### config.mk
export PLATFORM = sky130hd
export DESIGN_NAME = dual_sign_magnitude_motor_pwm_flat
export DESIGN_NICKNAME = d
export VERILOG_FILES = /design/src/design/dsmpwm_pkg.sv /design/src/design/dsmpwm_if.sv /design/src/design/dsmpwm_core.sv /design/src/design/dual_sign_magnitude_motor_pwm.sv /design/src/flat_wrapper.sv
export SDC_FILE = /design/constraint.sdc
export NUM_CORES = 1
export LEC_CHECK = 0
export BUFFER_PORTS_ARGS = -buffer_cell sky130_fd_sc_hd__buf_2
export CORE_MARGIN = 10
export CORE_UTILIZATION = 55
export CTS_CLUSTER_DIAMETER = 150
export DETAILED_ROUTE_END_ITERATION = 12
export PLACE_DENSITY = 0.79
export SLEW_MARGIN = 0
export SYNTH_ARGS = -nofsm -noshare
export SYNTH_HDL_FRONTEND = slang
export SYNTH_SLANG_ARGS = --single-unit
### constraint.sdc
create_clock -name clk -period 6.9 [get_ports clk]
set_input_delay 0.345 -clock clk [delete_from_list [all_inputs] [get_ports clk]]
set_output_delay 0.345 -clock clk [all_outputs]
set_load 0.1 [all_outputs]
### src/design/dsmpwm_pkg.sv
// Package for the two-channel sign-magnitude motor PWM.
// Holds the request codes and the result record shared by the core and the top level.
package dsmpwm_pkg;

    localparam int unsigned DATA_W = 16;

    typedef enum logic [1:0] {
        REQ_TICK    = 2'd0,
        REQ_LEFT    = 2'd1,
        REQ_RIGHT   = 2'd2,
        REQ_DISABLE = 2'd3
    } req_kind_t;

    typedef struct packed {
        logic                     left_pin;
        logic                     right_pin;
        logic                     left_reverse;
        logic                     right_reverse;
        logic                     outputs_enabled;
        logic signed [DATA_W-1:0] left_readback;
        logic signed [DATA_W-1:0] right_readback;
        logic        [DATA_W-1:0] count_now;
    } result_t;

endpackage

### src/design/dsmpwm_if.sv
// Valid/ready channel interfaces for the motor PWM requests and results.
// Depends on dsmpwm_pkg for the field widths.
interface dsmpwm_req_if;
    logic                                  valid;
    logic                                  ready;
    logic [1:0]                            req_type;
    logic signed [dsmpwm_pkg::DATA_W-1:0]  duty;

    modport source (output valid, output req_type, output duty, input ready);
    modport sink (input valid, input req_type, input duty, output ready);
endinterface

interface dsmpwm_rsp_if;
    logic                                  valid;
    logic                                  ready;
    logic                                  left_pin;
    logic                                  right_pin;
    logic                                  left_reverse;
    logic                                  right_reverse;
    logic                                  outputs_enabled;
    logic signed [dsmpwm_pkg::DATA_W-1:0]  left_readback;
    logic signed [dsmpwm_pkg::DATA_W-1:0]  right_readback;
    logic        [dsmpwm_pkg::DATA_W-1:0]  count_now;

    modport source (
        output valid, output left_pin, output right_pin, output left_reverse,
        output right_reverse, output outputs_enabled, output left_readback,
        output right_readback, output count_now, input ready
    );
    modport sink (
        input valid, input left_pin, input right_pin, input left_reverse,
        input right_reverse, input outputs_enabled, input left_readback,
        input right_readback, input count_now, output ready
    );
endinterface

### src/design/dsmpwm_core.sv
// PWM state: shared up/down counter, buffered and active compares, directions, enable.
// Updates on each accepted transaction or config write (the write wins and drops the
// transaction); presents the post-update result. Depends on dsmpwm_pkg.
module dsmpwm_core (
    input  logic                                 clk,
    input  logic                                 rst_n,
    input  logic                                 accept,
    input  dsmpwm_pkg::req_kind_t                req_kind,
    input  logic signed [dsmpwm_pkg::DATA_W-1:0] duty,
    input  logic                                 cfg_we,
    input  logic [dsmpwm_pkg::DATA_W-1:0]        cfg_wdata,
    output dsmpwm_pkg::result_t                  result
);
    localparam int unsigned W = dsmpwm_pkg::DATA_W;

    logic [W-1:0] max_count_reg, max_count_next;
    logic [W-1:0] counter_reg, counter_next;
    logic         down_reg, down_next;
    logic [W-1:0] lbuf_reg, lbuf_next;
    logic [W-1:0] rbuf_reg, rbuf_next;
    logic [W-1:0] lact_reg, lact_next;
    logic [W-1:0] ract_reg, ract_next;
    logic         lrev_reg, lrev_next;
    logic         rrev_reg, rrev_next;
    logic         enable_reg, enable_next;

    logic [W-1:0] duty_mag;
    logic         duty_neg;
    logic [W-1:0] cnt_up;
    logic [W-1:0] cnt_dn;

    always_comb
    begin
        duty_neg = duty[W-1];
        duty_mag = duty_neg ? (W'(0) - W'(duty)) : W'(duty);
        cnt_up   = (counter_reg < max_count_reg) ? (counter_reg + W'(1)) : counter_reg;
        cnt_dn   = (counter_reg != W'(0)) ? (counter_reg - W'(1)) : counter_reg;

        max_count_next = max_count_reg;
        counter_next   = counter_reg;
        down_next      = down_reg;
        lbuf_next      = lbuf_reg;
        rbuf_next      = rbuf_reg;
        lact_next      = lact_reg;
        ract_next      = ract_reg;
        lrev_next      = lrev_reg;
        rrev_next      = rrev_reg;
        enable_next    = enable_reg;

        if (cfg_we)
        begin
            max_count_next = cfg_wdata;
            counter_next   = '0;
            down_next      = 1'b0;
        end
        else if (accept)
        begin
            case (req_kind)
                dsmpwm_pkg::REQ_TICK:
                begin
                    if (!down_reg)
                    begin
                        counter_next = cnt_up;
                        if (cnt_up >= max_count_reg)
                        begin
                            down_next = 1'b1;
                        end
                    end
                    else
                    begin
                        counter_next = cnt_dn;
                        if (cnt_dn == W'(0))
                        begin
                            down_next = 1'b0;
                            lact_next = lbuf_reg;
                            ract_next = rbuf_reg;
                        end
                    end
                end
                dsmpwm_pkg::REQ_LEFT:
                begin
                    lbuf_next   = duty_mag;
                    lrev_next   = duty_neg;
                    enable_next = 1'b1;
                end
                dsmpwm_pkg::REQ_RIGHT:
                begin
                    rbuf_next   = duty_mag;
                    rrev_next   = duty_neg;
                    enable_next = 1'b1;
                end
                dsmpwm_pkg::REQ_DISABLE:
                begin
                    enable_next = 1'b0;
                    lbuf_next   = '0;
                    rbuf_next   = '0;
                end
                default:
                begin
                    enable_next = enable_reg;
                end
            endcase
        end

        result.left_pin        = enable_next && (counter_next < lact_next);
        result.right_pin       = enable_next && (counter_next < ract_next);
        result.left_reverse    = lrev_next;
        result.right_reverse   = rrev_next;
        result.outputs_enabled = enable_next;
        result.left_readback   = lrev_next ? signed'(W'(0) - lbuf_next) : signed'(lbuf_next);
        result.right_readback  = rrev_next ? signed'(W'(0) - rbuf_next) : signed'(rbuf_next);
        result.count_now       = counter_next;
    end

    always_ff @(posedge clk or negedge rst_n)
    begin
        if (!rst_n)
        begin
            max_count_reg <= '1;
            counter_reg   <= '0;
            down_reg      <= 1'b0;
            lbuf_reg      <= '0;
            rbuf_reg      <= '0;
            lact_reg      <= '0;
            ract_reg      <= '0;
            lrev_reg      <= 1'b0;
            rrev_reg      <= 1'b0;
            enable_reg    <= 1'b0;
        end
        else
        begin
            max_count_reg <= max_count_next;
            counter_reg   <= counter_next;
            down_reg      <= down_next;
            lbuf_reg      <= lbuf_next;
            rbuf_reg      <= rbuf_next;
            lact_reg      <= lact_next;
            ract_reg      <= ract_next;
            lrev_reg      <= lrev_next;
            rrev_reg      <= rrev_next;
            enable_reg    <= enable_next;
        end
    end

endmodule

### src/design/dual_sign_magnitude_motor_pwm.sv
// Two-channel sign-magnitude motor PWM, phase-and-frequency-correct, top level.
// Latency: a request's result is valid in the cycle after its acceptance (one output register).
// Throughput: 1 transaction per cycle; the request side stalls only while a
// result is held unconsumed in the output register.
// Reset: counter 0 counting up, compares 0, both forward, outputs disabled,
// max_count 65535. Depends on dsmpwm_pkg, dsmpwm_if and dsmpwm_core.
module dual_sign_magnitude_motor_pwm (
    input  logic                                 clk,
    input  logic                                 rst_n,
    dsmpwm_req_if.sink                           req,
    dsmpwm_rsp_if.source                         rsp,
    input  logic                                 cfg_we,
    input  logic [dsmpwm_pkg::DATA_W-1:0]        cfg_wdata
);
    logic                 accept;
    logic                 out_valid_reg;
    dsmpwm_pkg::result_t  result;
    dsmpwm_pkg::result_t  out_data_reg;

    assign req.ready = !out_valid_reg || rsp.ready;
    assign accept    = req.valid && req.ready;

    dsmpwm_core u_core (
        .clk       (clk),
        .rst_n     (rst_n),
        .accept    (accept),
        .req_kind  (dsmpwm_pkg::req_kind_t'(req.req_type)),
        .duty      (req.duty),
        .cfg_we    (cfg_we),
        .cfg_wdata (cfg_wdata),
        .result    (result)
    );

    always_ff @(posedge clk or negedge rst_n)
    begin
        if (!rst_n)
        begin
            out_valid_reg <= 1'b0;
        end
        else if (req.ready)
        begin
            out_valid_reg <= accept;
        end
    end

    always_ff @(posedge clk)
    begin
        if (accept)
        begin
            out_data_reg <= result;
        end
    end

    assign rsp.valid           = out_valid_reg;
    assign rsp.left_pin        = out_data_reg.left_pin;
    assign rsp.right_pin       = out_data_reg.right_pin;
    assign rsp.left_reverse    = out_data_reg.left_reverse;
    assign rsp.right_reverse   = out_data_reg.right_reverse;
    assign rsp.outputs_enabled = out_data_reg.outputs_enabled;
    assign rsp.left_readback   = out_data_reg.left_readback;
    assign rsp.right_readback  = out_data_reg.right_readback;
    assign rsp.count_now       = out_data_reg.count_now;

endmodule
### src/flat_wrapper.sv
// flat-port wrapper written by rule: the top's interface ports become plain ports
module dual_sign_magnitude_motor_pwm_flat 
  (clk, rst_n, cfg_we, cfg_wdata, req_valid, req_req_type, req_duty, req_ready, rsp_valid, rsp_left_pin, rsp_right_pin, rsp_left_reverse, rsp_right_reverse, rsp_outputs_enabled, rsp_left_readback, rsp_right_readback, rsp_count_now, rsp_ready);
  dsmpwm_req_if req_i ();
  dsmpwm_rsp_if rsp_i ();
  input  logic clk;
  input  logic rst_n;
  input  logic cfg_we;
  input  logic [dsmpwm_pkg::DATA_W-1:0] cfg_wdata;
  input wire logic [$bits(req_i.valid)-1:0] req_valid;
  input wire logic [$bits(req_i.req_type)-1:0] req_req_type;
  input wire logic [$bits(req_i.duty)-1:0] req_duty;
  output wire logic [$bits(req_i.ready)-1:0] req_ready;
  output wire logic [$bits(rsp_i.valid)-1:0] rsp_valid;
  output wire logic [$bits(rsp_i.left_pin)-1:0] rsp_left_pin;
  output wire logic [$bits(rsp_i.right_pin)-1:0] rsp_right_pin;
  output wire logic [$bits(rsp_i.left_reverse)-1:0] rsp_left_reverse;
  output wire logic [$bits(rsp_i.right_reverse)-1:0] rsp_right_reverse;
  output wire logic [$bits(rsp_i.outputs_enabled)-1:0] rsp_outputs_enabled;
  output wire logic [$bits(rsp_i.left_readback)-1:0] rsp_left_readback;
  output wire logic [$bits(rsp_i.right_readback)-1:0] rsp_right_readback;
  output wire logic [$bits(rsp_i.count_now)-1:0] rsp_count_now;
  input wire logic [$bits(rsp_i.ready)-1:0] rsp_ready;
  assign req_i.valid = req_valid;
  assign req_i.req_type = req_req_type;
  assign req_i.duty = req_duty;
  assign req_ready = req_i.ready;
  assign rsp_valid = rsp_i.valid;
  assign rsp_left_pin = rsp_i.left_pin;
  assign rsp_right_pin = rsp_i.right_pin;
  assign rsp_left_reverse = rsp_i.left_reverse;
  assign rsp_right_reverse = rsp_i.right_reverse;
  assign rsp_outputs_enabled = rsp_i.outputs_enabled;
  assign rsp_left_readback = rsp_i.left_readback;
  assign rsp_right_readback = rsp_i.right_readback;
  assign rsp_count_now = rsp_i.count_now;
  assign rsp_i.ready = rsp_ready;
  dual_sign_magnitude_motor_pwm u_core (.clk(clk), .rst_n(rst_n), .req(req_i), .rsp(rsp_i), .cfg_we(cfg_we), .cfg_wdata(cfg_wdata));
endmodule
==> reports/results.ini <==
[clock_network]
cts_root_buf = clkbuf_16
cts_buffers = 17
cts.sinks = 154
cts-resized-gates = 0
cts_max_path_buffers = 2
clock_latency_ps = 430
tritoncts = built
clkSlewWorstSetupHoldPaths_ps = 60
ctsHtreeMaxLevel = 4

[sta]
max_freq_ghz = 0.1799
hold_ws_ps = 131.4
fin_crit_ps = 5558
period_share_pct = 80.55
fin_setup_tns_ps = 0
rsz0062_at_grt = false
hold_viol = 0
slew_headroom_pct = 24.53
skew_ps = 7.635
setup_viol = 0
slew_violations = 0
worst_slew_pin_slew_ps = 1118

[min_path]
hp-class = in2reg
hold_path_depth = 3

[worst_setup_path]
crit_fanout = 32
cpPeakStageDelay_ps = 810
reg2reg_depth = 16
slowest_stage = or4_4
worstPathArrival_ps = 5800
startpoint_type = flip-flop
crit_chain = inv_1, ha_1, or4b_4, o41ai_1, o311ai_0, a2111o_1, or4_4, mux2i_1, ha_1, a21o_1, a21o_1, a21oi_1, nor2_1, a2111oi_0, o2111ai_1, a311oi_1
end_kind = flip-flop
worstPathRequired_ps = 7140
path_class = reg2reg

[drt]
post-route-drc-count = 0
vias_per_cell = 5.923
drt-wirelength-per-cell_um = 19.24
drt-initial-drc-count = 770
ant_nets = 0
dr.pass1.iters = 6
routed_wl_um = 23530
vias = 7244

[final_layout]
post-route-util_pct = 62.96
final_common_cell = buf_2
drive_gt1_share_pct = 18.34
n_fill_cell = 1370
areaGrowthSynthToFinish_pct = 12.91
num_antenna_cells = 0
nets = 1099
layout_common_cells = buf_2, dfrtp_1, nand2_1

[global_routing]
overflow = 0
grt_pass1_vias = 7197
grt_use_met3_pct = 4.469
grt_usage_pct = 21.25
grt_pass1_wl_um = 37880
use_met2_pct = 34.57
busiest_layer = met2
grt_max_degree = 82
antenna_found_initial = 1
grtUsageMet1_pct = 26.23

[logic_synthesis]
synthCells = 913
ys_seq_elements = 154
synthArstFlopShare_pct = 65.58
synth_compound_area_share_pct = 14.56
synthXorXnorAreaFrac_pct = 5.418
synth_warnings = 0
synth-simple-area-share_pct = 15.49
ys_types = 76
seq_area_frac_synth_pct = 44.92
synth_fp_nets = 1022
synth_adder_area_share_pct = 9.506
synth_top_family_by_area = simple AND/OR/NAND/NOR gates
synthMuxAreaShare_pct = 4.536
synth-edff-count = 53
synth_area_um2 = 9214
synthFlopType = dfrtp_1
avgSynthCellArea_um2 = 10.09

[floorplan]
die_h_um = 149.4
core_um2 = 16520
start_util_pct = 55.76
fp-row-count = 47
die_w_um = 149.4
pin_count = 94
design.die.area_um2 = 22330

[power]
total_leakage_power_uw = 0.005018
powerDensity_nw_per_um2 = 285.1
vdd_drop_max_v = 0.0002231

[placed_design]
io_buffer_count = 93
gp_congestion = 0.9504
hpwl_um = 17340

[run_status]
status = finished clean

[run]
max_cap_viol_count = 0

-- routing by layer --
layer	share of wire [%]	wire, µm
met5	0.077	18
met4	3.8	884
met3	5.6	1318
met2	49	11470
met1	42	9841
-- power breakdown --
| part | switching, µW | internal [µW] | total, µW | leakage [µW] |
|---|---|---|---|---|
| clock network | 384 | 554 | 937 | 0.000288 |
| logic | 673 | 228 | 901 | 0.00289 |
| registers | 51.4 | 1080 | 1130 | 0.00184 |
-- cell usage after synthesis, drive strengths merged (4+ instances only) --
cell     number  share of area (%)
or2           6               0.41
o21ai        66                3.6
and2          6               0.41
clkbuf       32                1.3
mux2         14                2.0
a21o         18                1.5
o41ai        10               0.95
dfstp        16                4.6
a21oi        34                1.8
nand2b       10               0.68
or4          14                1.2
edfxtp       53                 17
o31ai         7               0.57
a31oi        10               0.68
nand2        77                3.1
inv          78                3.2
nand3        25                1.4
mux2i        23                2.5
dfrtp        85                 23
o2111ai       4               0.38
xnor2        31                2.9
ha           70                9.5
o221ai        4               0.38
nor3         23                1.2
nor2         40                1.6
nor2b         7               0.48
o311ai        5               0.48
o211ai        4               0.33
buf          11                1.0
nand4        15                1.0
nor4         11                1.1
or3          16                1.1
xor2         26                2.5
and3          8               0.54
-- timing repair --
action	4_1_cts	5_1_grt
hold endpoints to repair	5	0
hold buffers	1	0
setup buffers	0	0
-- cells by family (layout without fill, tap and decap cells) --
group           after synthesis  count (layout)
compound gates              203             203
xor+xnor                     57              57
fa+ha+maj                    70              70
buf+inv                     122             212
flops                       154             154
mux                          37              37
simple gates                270             270
-- final cells by class --
class / instances / area, µm² / share of cell area, %
inverters: 79 / 296.5 / 2.850
clock buffers: 22 / 496.7 / 4.775
multi-input cells: 637 / 4563 / 43.86
clock inverters: 10 / 102.6 / 0.9862
repair buffers: 101 / 530.5 / 5.099
flip-flops and latches: 154 / 4139 / 39.78
well taps: 220 / 275.3 / 2.646
-- stage by stage --
stage / area, µm² / instances / worst slack [ps] / total power, µW
3_3_place_gp: 9794 / 1190 / 1674 / 2022
4_1_cts: 10400 / 1223 / 1394 / 2974
3_5_place_dp: 9794 / 1190 / 1431 / 2028
2_1_floorplan: 9214 / 913 / 1936 / 1840
6_report: 10400 / 1223 / 1342 / 2966
5_1_grt: 10400 / 1223 / 1142 / 3093
-- path summary, 6_finish.rpt --
kind,start,endpoint,slack [ps]
worst max-delay path,u_core.u_core.counter_reg[0],u_core.rsp.left_pin,1340
worst min-delay path,cfg_wdata[5],u_core.u_core.max_count_reg[5],130
worst max register to register,u_core.u_core.counter_reg[0],u_core.rsp.left_pin,1340
worst min register to register,u_core.u_core.lact_reg[0],u_core.u_core.lact_reg[0],480
max in group asynchronous,rst_n,u_core.u_core.ract_reg[11],5270
min in group asynchronous,rst_n,u_core.u_core.down_reg,340
-- worst max-delay path, delay by kind of cell (launching register included) --
family / cells / cell delay [ps]
adders and majority gates: 2 / 520
and+or+nand+nor: 3 / 1430
AOI/OAI and AO/OA: 9 / 2400
muxes: 1 / 290
DFF: 1 / 530
buffers and inverters: 1 / 190
Power figures use the tool's default switching activity.
